File: src/rtl/clsr_pkg.sv
`timescale 1ns / 1ps
// ----------------------------------------------------------------------------
// clsr_pkg: combined LCG shuffled random source, shared definitions
// Constants of the two generators, controller states, the command and
// status groups between controller and datapath, and the modular fold.
// ----------------------------------------------------------------------------
package clsr_pkg;

   localparam int VAL_W  = 31;
   localparam int PROD_W = 47;

   localparam logic [VAL_W-1:0] MOD_A        = 31'd2147483563;
   localparam logic [VAL_W-1:0] MOD_B        = 31'd2147483399;
   localparam logic [15:0]      MUL_A        = 16'd40014;
   localparam logic [15:0]      MUL_B        = 16'd40692;
   // 2^31 - modulus, used to fold the product's upper part back in
   localparam logic [7:0]       FOLD_A       = 8'd85;
   localparam logic [7:0]       FOLD_B       = 8'd249;
   localparam logic [VAL_W-1:0] SEED_B_RESET = 31'd123456789;
   localparam int               WARMUP_STEPS = 8;

   localparam logic CMD_DRAW   = 1'b0;
   localparam logic CMD_RESEED = 1'b1;

   typedef enum logic [2:0] {
      ST_IDLE,
      ST_FILL_MUL,
      ST_FILL_RED,
      ST_DRAW_MUL,
      ST_DRAW_RED,
      ST_DRAW_OUT
   } state_type;

   typedef struct packed {
      logic load_seed;
      logic mult;
      logic reduce_a;
      logic reduce_b;
      logic fill_write;
      logic table_read;
      logic draw_commit;
   } cmd_type;

   typedef struct packed {
      logic fill_last;
      logic out_free;
   } sts_type;

   // p mod (2^31 - c), valid for p < 2^47: hi*c + lo stays below twice the modulus
   function automatic logic [VAL_W-1:0] mod_fold(input logic [PROD_W-1:0] p,
                                                 input logic [7:0]        c,
                                                 input logic [VAL_W-1:0]  m);
      logic [31:0] folded;
      logic [31:0] reduced;
      folded  = {1'b0, p[VAL_W-1:0]} + 32'(p[PROD_W-1:VAL_W] * c);
      reduced = folded - {1'b0, m};
      if (folded >= {1'b0, m}) begin
         return reduced[VAL_W-1:0];
      end
      return folded[VAL_W-1:0];
   endfunction

endpackage

File: src/rtl/clsr_if.sv
`timescale 1ns / 1ps
// ----------------------------------------------------------------------------
// clsr_if: request and response channels
// Valid/ready channels; a transfer happens when valid and ready are high.
// ----------------------------------------------------------------------------
interface clsr_req_if;
   logic                        valid;
   logic                        ready;
   logic                        cmd;
   logic [clsr_pkg::VAL_W-1:0]  seed;

   modport source(output valid, cmd, seed, input ready);
   modport sink(input valid, cmd, seed, output ready);
endinterface

interface clsr_rsp_if;
   logic                        valid;
   logic                        ready;
   logic [clsr_pkg::VAL_W-1:0]  value;

   modport source(output valid, value, input ready);
   modport sink(input valid, value, output ready);
endinterface

File: src/rtl/clsr_ctrl.sv
`timescale 1ns / 1ps
// ----------------------------------------------------------------------------
// clsr_ctrl: sequencer
// Steps the datapath through the reseed fill loop and the draw sequence.
// ----------------------------------------------------------------------------
module clsr_ctrl (
   input  logic               clock,
   input  logic               reset,
   input  logic               req_valid_i,
   input  logic               req_cmd_i,
   output logic               req_ready_o,
   input  clsr_pkg::sts_type  sts_i,
   output clsr_pkg::cmd_type  cmd_o
);

   clsr_pkg::state_type state_ff;
   clsr_pkg::state_type state_in;

   always_ff @(posedge clock) begin
      if (reset) begin
         state_ff <= clsr_pkg::ST_IDLE;
      end else begin
         state_ff <= state_in;
      end
   end

   always_comb begin
      state_in    = state_ff;
      req_ready_o = 1'b0;
      cmd_o       = '0;
      case (state_ff)
         clsr_pkg::ST_IDLE: begin
            req_ready_o = 1'b1;
            if (req_valid_i) begin
               if (req_cmd_i == clsr_pkg::CMD_RESEED) begin
                  cmd_o.load_seed = 1'b1;
                  state_in        = clsr_pkg::ST_FILL_MUL;
               end else begin
                  state_in = clsr_pkg::ST_DRAW_MUL;
               end
            end
         end
         clsr_pkg::ST_FILL_MUL: begin
            cmd_o.mult = 1'b1;
            state_in   = clsr_pkg::ST_FILL_RED;
         end
         clsr_pkg::ST_FILL_RED: begin
            cmd_o.reduce_a   = 1'b1;
            cmd_o.fill_write = 1'b1;
            state_in = sts_i.fill_last ? clsr_pkg::ST_DRAW_MUL : clsr_pkg::ST_FILL_MUL;
         end
         clsr_pkg::ST_DRAW_MUL: begin
            cmd_o.mult       = 1'b1;
            cmd_o.table_read = 1'b1;
            state_in         = clsr_pkg::ST_DRAW_RED;
         end
         clsr_pkg::ST_DRAW_RED: begin
            cmd_o.reduce_a = 1'b1;
            cmd_o.reduce_b = 1'b1;
            state_in       = clsr_pkg::ST_DRAW_OUT;
         end
         clsr_pkg::ST_DRAW_OUT: begin
            // hold until the output register can take the result
            if (sts_i.out_free) begin
               cmd_o.draw_commit = 1'b1;
               state_in          = clsr_pkg::ST_IDLE;
            end
         end
         default: begin
            state_in = clsr_pkg::ST_IDLE;
         end
      endcase
   end

endmodule

File: src/rtl/clsr_datapath.sv
`timescale 1ns / 1ps
// ----------------------------------------------------------------------------
// clsr_datapath: generators, shuffle table and output register
// Two modular multipliers with a fold stage, the shuffle memory with
// per-entry valid bits, slot selection and the output wrap.
// ----------------------------------------------------------------------------
module clsr_datapath #(
   parameter int TABLE_DEPTH = 32
) (
   input  logic                        clock,
   input  logic                        reset,
   input  clsr_pkg::cmd_type           cmd_i,
   output clsr_pkg::sts_type           sts_o,
   input  logic [clsr_pkg::VAL_W-1:0]  seed_i,
   input  logic                        rsp_ready_i,
   output logic                        rsp_valid_o,
   output logic [clsr_pkg::VAL_W-1:0]  rsp_value_o
);

   localparam int SlotW = (TABLE_DEPTH > 1) ? $clog2(TABLE_DEPTH) : 1;
   localparam int CntW  = $clog2(TABLE_DEPTH + clsr_pkg::WARMUP_STEPS);
   localparam logic [31:0] SlotDiv = 32'(1 + (clsr_pkg::MOD_A - 1) / TABLE_DEPTH);
   localparam logic [CntW-1:0] FillStart =
      CntW'(TABLE_DEPTH + clsr_pkg::WARMUP_STEPS - 1);

   logic [clsr_pkg::VAL_W-1:0]  gen_a_ff, gen_a_in;
   logic [clsr_pkg::VAL_W-1:0]  gen_b_ff, gen_b_in;
   logic [clsr_pkg::VAL_W-1:0]  last_ff, last_in;
   logic [CntW-1:0]             cnt_ff, cnt_in;
   logic [TABLE_DEPTH-1:0]      valid_ff, valid_in;
   logic                        rsp_valid_ff, rsp_valid_in;
   logic [clsr_pkg::VAL_W-1:0]  rsp_value_ff;
   logic [clsr_pkg::PROD_W-1:0] prod_a_ff, prod_b_ff;
   logic [SlotW-1:0]            slot_ff;
   logic [clsr_pkg::VAL_W-1:0]  rd_data_ff;
   logic                        rd_valid_ff;

   logic [clsr_pkg::VAL_W-1:0]  mem [TABLE_DEPTH];

   logic [clsr_pkg::VAL_W-1:0]  seed_fix;
   logic [clsr_pkg::VAL_W-1:0]  red_a, red_b;
   logic [SlotW-1:0]            slot_calc;
   logic [clsr_pkg::VAL_W-1:0]  tbl_val;
   logic [32:0]                 diff_lo, diff_hi;
   logic [clsr_pkg::VAL_W-1:0]  draw_val;
   logic                        fill_hit;
   logic                        wr_en;
   logic [SlotW-1:0]            wr_addr;
   logic [clsr_pkg::VAL_W-1:0]  wr_data;

   always_comb begin
      seed_fix = (seed_i == '0) ? clsr_pkg::VAL_W'(1) : seed_i;
      red_a    = clsr_pkg::mod_fold(prod_a_ff, clsr_pkg::FOLD_A, clsr_pkg::MOD_A);
      red_b    = clsr_pkg::mod_fold(prod_b_ff, clsr_pkg::FOLD_B, clsr_pkg::MOD_B);

      // slot = last / SlotDiv, clamped: highest boundary the last output reaches
      slot_calc = '0;
      for (int k = 1; k < TABLE_DEPTH; k++) begin
         if ({1'b0, last_ff} >= 32'(k) * SlotDiv) begin
            slot_calc = SlotW'(k);
         end
      end

      tbl_val  = rd_valid_ff ? rd_data_ff : '0;
      diff_lo  = {2'b00, tbl_val} - {2'b00, gen_b_ff};
      diff_hi  = diff_lo + 33'(clsr_pkg::MOD_A - 1'b1);
      draw_val = (diff_lo[32] || diff_lo == '0) ? diff_hi[clsr_pkg::VAL_W-1:0]
                                                : diff_lo[clsr_pkg::VAL_W-1:0];
      fill_hit = cnt_ff < CntW'(TABLE_DEPTH);

      gen_a_in     = gen_a_ff;
      gen_b_in     = gen_b_ff;
      last_in      = last_ff;
      cnt_in       = cnt_ff;
      valid_in     = valid_ff;
      rsp_valid_in = rsp_valid_ff;
      wr_en        = 1'b0;
      wr_addr      = slot_ff;
      wr_data      = gen_a_ff;

      if (rsp_valid_ff && rsp_ready_i) begin
         rsp_valid_in = 1'b0;
      end
      if (cmd_i.load_seed) begin
         gen_a_in = seed_fix;
         gen_b_in = seed_fix;
         cnt_in   = FillStart;
      end
      if (cmd_i.reduce_a) begin
         gen_a_in = red_a;
      end
      if (cmd_i.reduce_b) begin
         gen_b_in = red_b;
      end
      if (cmd_i.fill_write) begin
         cnt_in = cnt_ff - 1'b1;
         if (fill_hit) begin
            wr_en                        = 1'b1;
            wr_addr                      = cnt_ff[SlotW-1:0];
            wr_data                      = red_a;
            valid_in[cnt_ff[SlotW-1:0]]  = 1'b1;
         end
         if (cnt_ff == '0) begin
            last_in = red_a;
         end
      end
      if (cmd_i.draw_commit) begin
         // refill the slot with the new first generator value
         wr_en             = 1'b1;
         valid_in[slot_ff] = 1'b1;
         last_in           = draw_val;
         rsp_valid_in      = 1'b1;
      end
   end

   always_ff @(posedge clock) begin
      if (reset) begin
         gen_a_ff     <= clsr_pkg::VAL_W'(1);
         gen_b_ff     <= clsr_pkg::SEED_B_RESET;
         last_ff      <= '0;
         cnt_ff       <= '0;
         valid_ff     <= '0;
         rsp_valid_ff <= 1'b0;
      end else begin
         gen_a_ff     <= gen_a_in;
         gen_b_ff     <= gen_b_in;
         last_ff      <= last_in;
         cnt_ff       <= cnt_in;
         valid_ff     <= valid_in;
         rsp_valid_ff <= rsp_valid_in;
      end
   end

   always_ff @(posedge clock) begin
      if (cmd_i.mult) begin
         prod_a_ff <= clsr_pkg::PROD_W'(gen_a_ff) * clsr_pkg::PROD_W'(clsr_pkg::MUL_A);
         prod_b_ff <= clsr_pkg::PROD_W'(gen_b_ff) * clsr_pkg::PROD_W'(clsr_pkg::MUL_B);
      end
      if (cmd_i.draw_commit) begin
         rsp_value_ff <= draw_val;
      end
   end

   always_ff @(posedge clock) begin
      if (wr_en) begin
         mem[wr_addr] <= wr_data;
      end
      if (cmd_i.table_read) begin
         rd_data_ff  <= mem[slot_calc];
         rd_valid_ff <= valid_ff[slot_calc];
         slot_ff     <= slot_calc;
      end
   end

   assign sts_o.fill_last = (cnt_ff == '0);
   assign sts_o.out_free  = !rsp_valid_ff || rsp_ready_i;
   assign rsp_valid_o     = rsp_valid_ff;
   assign rsp_value_o     = rsp_value_ff;

`ifndef SYNTHESIS
   a_gen_a_range: assert property (@(posedge clock) disable iff (reset)
      cmd_i.reduce_a |=> gen_a_ff < clsr_pkg::MOD_A)
      else $error("first generator left its range after a step");

   a_gen_b_range: assert property (@(posedge clock) disable iff (reset)
      cmd_i.reduce_b |=> gen_b_ff < clsr_pkg::MOD_B)
      else $error("second generator left its range after a step");

   a_rsp_from_commit: assert property (@(posedge clock) disable iff (reset)
      $rose(rsp_valid_ff) |-> $past(cmd_i.draw_commit))
      else $error("response raised without a draw commit");

   a_value_range: assert property (@(posedge clock) disable iff (reset)
      rsp_valid_ff |-> (rsp_value_ff != '0 && rsp_value_ff < clsr_pkg::MOD_A))
      else $error("response value out of range");
`endif

endmodule

File: src/rtl/combined_lcg_shuffled_random_top.sv
`timescale 1ns / 1ps
// ----------------------------------------------------------------------------
// combined_lcg_shuffled_random_top: combined LCG random source with shuffle
// Two multiplicative congruential generators feed a shuffle table; each
// request returns one draw, optionally after reseeding.
//
//   channel  dir  fields            meaning
//   req_ch   in   cmd, seed[30:0]   0 = draw, 1 = reseed then draw
//   rsp_ch   out  value[30:0]       draw in 1 .. 2147483562
//
// A draw steps through a multiply state, a fold state and an output state, in which
// the wrap result is committed to the output register; the next request is taken in idle.
// A reseed first steps the first generator through the warm-up and the table fill.
// Reset clears the table valid bits at once; no clearing pass is needed.
// The result waits in an output register; the next request is taken while it
// waits, and a draw that finishes before it is taken holds until then.
// ----------------------------------------------------------------------------
module combined_lcg_shuffled_random_top #(
   parameter int TABLE_DEPTH = 32
) (
   input  logic         clock,
   input  logic         reset,
   clsr_req_if.sink     req_ch,
   clsr_rsp_if.source   rsp_ch
);

   clsr_pkg::cmd_type cmd;
   clsr_pkg::sts_type sts;

   clsr_ctrl u_ctrl (
      .clock       (clock),
      .reset       (reset),
      .req_valid_i (req_ch.valid),
      .req_cmd_i   (req_ch.cmd),
      .req_ready_o (req_ch.ready),
      .sts_i       (sts),
      .cmd_o       (cmd)
   );

   clsr_datapath #(
      .TABLE_DEPTH (TABLE_DEPTH)
   ) u_datapath (
      .clock       (clock),
      .reset       (reset),
      .cmd_i       (cmd),
      .sts_o       (sts),
      .seed_i      (req_ch.seed),
      .rsp_ready_i (rsp_ch.ready),
      .rsp_valid_o (rsp_ch.valid),
      .rsp_value_o (rsp_ch.value)
   );

endmodule

File: src/flat_wrapper.sv
// flat-port wrapper written by rule: the top's interface ports become plain ports
module combined_lcg_shuffled_random_top_flat 
#(
   parameter int TABLE_DEPTH = 32
)
  (clock, reset, req_ch_valid, req_ch_cmd, req_ch_seed, req_ch_ready, rsp_ch_valid, rsp_ch_value, rsp_ch_ready);
  clsr_req_if req_ch_i ();
  clsr_rsp_if rsp_ch_i ();
  input  logic clock;
  input  logic reset;
  input wire logic [$bits(req_ch_i.valid)-1:0] req_ch_valid;
  input wire logic [$bits(req_ch_i.cmd)-1:0] req_ch_cmd;
  input wire logic [$bits(req_ch_i.seed)-1:0] req_ch_seed;
  output wire logic [$bits(req_ch_i.ready)-1:0] req_ch_ready;
  output wire logic [$bits(rsp_ch_i.valid)-1:0] rsp_ch_valid;
  output wire logic [$bits(rsp_ch_i.value)-1:0] rsp_ch_value;
  input wire logic [$bits(rsp_ch_i.ready)-1:0] rsp_ch_ready;
  assign req_ch_i.valid = req_ch_valid;
  assign req_ch_i.cmd = req_ch_cmd;
  assign req_ch_i.seed = req_ch_seed;
  assign req_ch_ready = req_ch_i.ready;
  assign rsp_ch_valid = rsp_ch_i.valid;
  assign rsp_ch_value = rsp_ch_i.value;
  assign rsp_ch_i.ready = rsp_ch_ready;
  combined_lcg_shuffled_random_top #(.TABLE_DEPTH(TABLE_DEPTH)) u_core (.clock(clock), .reset(reset), .req_ch(req_ch_i), .rsp_ch(rsp_ch_i));
endmodule
File: config.mk
export PLATFORM = sky130hd
export DESIGN_NAME = combined_lcg_shuffled_random_top_flat
export DESIGN_NICKNAME = d
export VERILOG_FILES = /design/src/rtl/clsr_pkg.sv /design/src/rtl/clsr_if.sv /design/src/rtl/clsr_ctrl.sv /design/src/rtl/clsr_datapath.sv /design/src/rtl/combined_lcg_shuffled_random_top.sv /design/src/flat_wrapper.sv
export SDC_FILE = /design/constraint.sdc
export NUM_CORES = 2
export LEC_CHECK = 0
export BUFFER_PORTS_ARGS = -buffer_cell sky130_fd_sc_hd__buf_2
export CAP_MARGIN = 20
export CORE_UTILIZATION = 55
export CTS_CLUSTER_SIZE = 12
export DETAILED_ROUTE_END_ITERATION = 10
export GPL_TIMING_DRIVEN = 0
export HOLD_SLACK_MARGIN = 0.1
export PLACE_DENSITY = 0.67
export RECOVER_POWER = 25
export SLEW_MARGIN = 20
export SYNTH_ARGS = -nofsm -noshare
export SYNTH_HDL_FRONTEND = slang
export SYNTH_SLANG_ARGS = --single-unit
File: constraint.sdc
create_clock -name clock -period 19.2 [get_ports clock]
set_input_delay 3.84 -clock clock [delete_from_list [all_inputs] [get_ports clock]]
set_output_delay 3.84 -clock clock [all_outputs]
set_load 0.005 [all_outputs]
==> results.cfg <==
[outcome]
status = finished, violations left
violations = capacitance limit, slew limit

[critical_path]
slowest_stage = a221oi_1
end_kind = register
required_ps = 19820
cp_common_cell = fa_1
crit_path_cell_trace = ha_1 > inv_1 > fa_1 > inv_1 > fa_1 > fa_1 > ha_1 > clkbuf_2 > a21oi_1 > o21ai_1 > a31oi_1 > o21ai_1 > a221oi_1 > nor3_1 > xnor2_1 > nor3_1 > a31oi_2 > buf_6 > o31ai_1 > nand2_1 > o21ai_4 > buf_16
critPathMaxFanout = 28
arrival_ps = 8720
setup.worst_path.class = reg2reg
start_kind = register
cp_slowest_stage_delay_ps = 800

[timing]
clock.fmax_mhz = 123.5
maxSlewHeadroom_pct = -36.47
fin_setup_tns_ps = 0
hold_viol = 0
setup_viol = 0
grt_setup_unrepaired = false
worst_slack_ps = 11100
fin_crit_ps = 8100
final.setup_skew_ps = 43.00
worst_slew_pin_slew_ps = 2039
slew_violations = 279
post-route-period-util_pct = 42.19

[placement]
dp_cells = 8090
dpl-instance-area_mm2 = 0.08077
numPortBuffers = 68
globalplace.congestion = 0.9914
dpl.hpwl_um = 179900
post-place-ws_ps = 11450

[clock_network]
clock_latency_ps = 790
cts_root_buffer = clkbuf_16
numCtsBuffers = 139
cts.sinks = 1286
hold_buffers = 0
clk_pin_slew_ps = 60
htree_num_levels = 4
cts_resized = 0
cts_tree = yes
post_cts_buffers = 0
cts_buffer_depth = 3

[final_layout]
nets = 7419
drive_gt1_share_pct = 7.405
syn_to_final_growth_pct = 11.54
final_cells = 8320
fillers = 10700
design_area_mm2 = 0.08459

[die]
start_util_pct = 55.70
die_area_mm2 = 0.1394
fp-row-count = 135
die_h_um = 373.3
core-area_mm2 = 0.1361
io_pins = 69
die_w_um = 373.3

[global_route]
grt_pass1_vias = 52570
antenna_found_initial = 6
grt_pass1_wl_um = 347200
grt-ovfl-total = 0
grt_usage_pct = 33.86
grt_max_degree = 33

[yosys]
synthXorXnorAreaFrac_pct = 2.341
yosysMostFrequentCell = edfxtp_1
synth_common_cells = edfxtp_1, inv_1, nand2_1
yosys-top-cells-area = edfxtp_1, fa_1, ha_1, mux2i_1, dfxtp_1
syn_inst = 6170
synth_edf_count = 1151
synth_top_family_by_area = adder cells
ys_seq_area_share_pct = 49.14
synth.net_count = 7139
ys_seq_elements = 1286
synth_top_area_share_pct = 45.58
synth.largest_area_cell = edfxtp_1
synth_adder_area_share_pct = 19.83
muxShareOfSynthArea_pct = 3.631
ys_warn_count = 0
syn-mean-instance-area_um2 = 12.29
synthArstFlopShare_pct = 0
synth_compound_area_share_pct = 12.00
synth_area_mm2 = 0.07583
yosys.cell_types.count = 112
synth_simple_gate_area_share_pct = 8.799
synthFlopType = edfxtp_1

[routing]
routedWlPerCell_um = 28.28
first_pass_iters = 8
drt_iter0_drc = 5963
drt-total-wl_um = 235300
vias = 53030
avgViaCountPerCell = 6.374
drtAntennaViolNets = 0
route.detailed.drc = 0

[min_path]
hp-class = reg2reg

[job]
cap_violations = 16
final timing paths:
check,from,end,slack (ps),cells past startpoint
hold reg to reg,u_core.u_datapath.last_ff[15]$_SDFFE_PP0P_,u_core.u_datapath.last_ff[15]$_SDFFE_PP0P_,490,2
hold / removal,u_core.u_datapath.last_ff[15]$_SDFFE_PP0P_,u_core.u_datapath.last_ff[15]$_SDFFE_PP0P_,490,2
setup / recovery,u_core.u_datapath.prod_a_ff[38]$_DFFE_PP_,u_core.u_datapath.mem[25][10]$_DFFE_PP_,11100,22
setup reg to reg,u_core.u_datapath.prod_a_ff[38]$_DFFE_PP_,u_core.u_datapath.mem[25][10]$_DFFE_PP_,11100,22
sequential cells by signal, summed over array words and instances, names as in the netlist:
name / cells
u_core.u_datapath.last_ff: 31
u_core.u_datapath.rsp_value_o: 31
u_core.u_datapath.gen_a_ff: 31
u_core.u_datapath.prod_b_ff: 45
u_core.u_datapath.cnt_ff: 6
u_core.u_datapath.gen_b_ff: 31
u_core.u_datapath.mem: 992
u_core.u_ctrl.state_ff: 3
u_core.u_datapath.rd_data_ff: 31
u_core.u_datapath.rsp_valid_o: 1
u_core.u_datapath.prod_a_ff: 46
u_core.u_datapath.slot_ff: 5
u_core.u_datapath.rd_valid_ff: 1
u_core.u_datapath.valid_ff: 32
cells in the final DEF (no fill, tap or decap), drive strengths merged, types with 21 or more instances in the layout:
cell type	synthesis	layout
a22oi	44	44
nor2	269	269
nand2b	51	51
xnor2	131	131
a311oi	71	71
buf	85	193
a21o	73	73
a31oi	99	99
dfxtp	135	135
fa	448	448
o211ai	32	32
edfxtp	1151	1151
or3	23	23
nor3	112	112
o22ai	103	103
and3	21	21
nor2b	30	30
nand3	101	101
nor4	64	64
a2111oi	24	24
ha	485	485
nand4	30	30
and2	55	55
inv	551	556
a221oi	170	170
o21a	42	42
o21bai	23	23
clkbuf	189	394
o21ai	152	152
xor2	70	70
mux2i	274	274
a211oi	75	75
nand2	536	536
a21oi	190	190
clkinv	1	42
per-stage QoR:
step                      hold slack (ps)  utilization (%)
after floorplan                     442.4                -
after global placement              458.2            57.59
after detailed placement            469.3            59.33
after CTS                           482.4            62.45
after global routing                508.3            62.13
final                               486.8            62.13
cell type report:
class	count	area [um^2]	share of cell area [%]
diodes	3	7.507	0.008875
plain buffers	274	1150	1.359
clock buffers	174	3672	4.341
clock inverters	53	578.1	0.6834
inverters	552	2072	2.449
multi-input cells	4058	35720	42.23
flip-flops and latches	1286	37270	44.06
well taps	1781	2228	2.634
repair buffers	139	1896	2.241
logic make-up after synthesis:
logic type	after synthesis
simple gates	1384
flops	1286
compound gates	1265
fa+ha+maj	933
buf+inv	826
mux	275
xor+xnor	201
per-layer routing:
| metal | vias up | global-route usage, % | share of wire [%] |
|---|---|---|---|
| met4 | 6 | 14.33 | 4.8 |
| met5 | - | 0 | 0.086 |
| met2 | 2580 | 51.93 | 45 |
| met1 | 26570 | 46.23 | 41 |
| met3 | 484 | 8.129 | 9.7 |
| li1 | 23390 | - | - |
critical path: cells and delay by family, from the launching register on:
| kind | cells | cell delay, ps |
|---|---|---|
| compound gates | 8 | 3100 |
| fa+ha+maj | 5 | 2220 |
| simple gates | 3 | 930 |
| buf+inv | 5 | 760 |
| flops | 1 | 630 |
| xor+xnor | 1 | 250 |
Power is not shown: default switching activity piles up to over one toggle a cycle in this logic, so the estimate is an artifact.
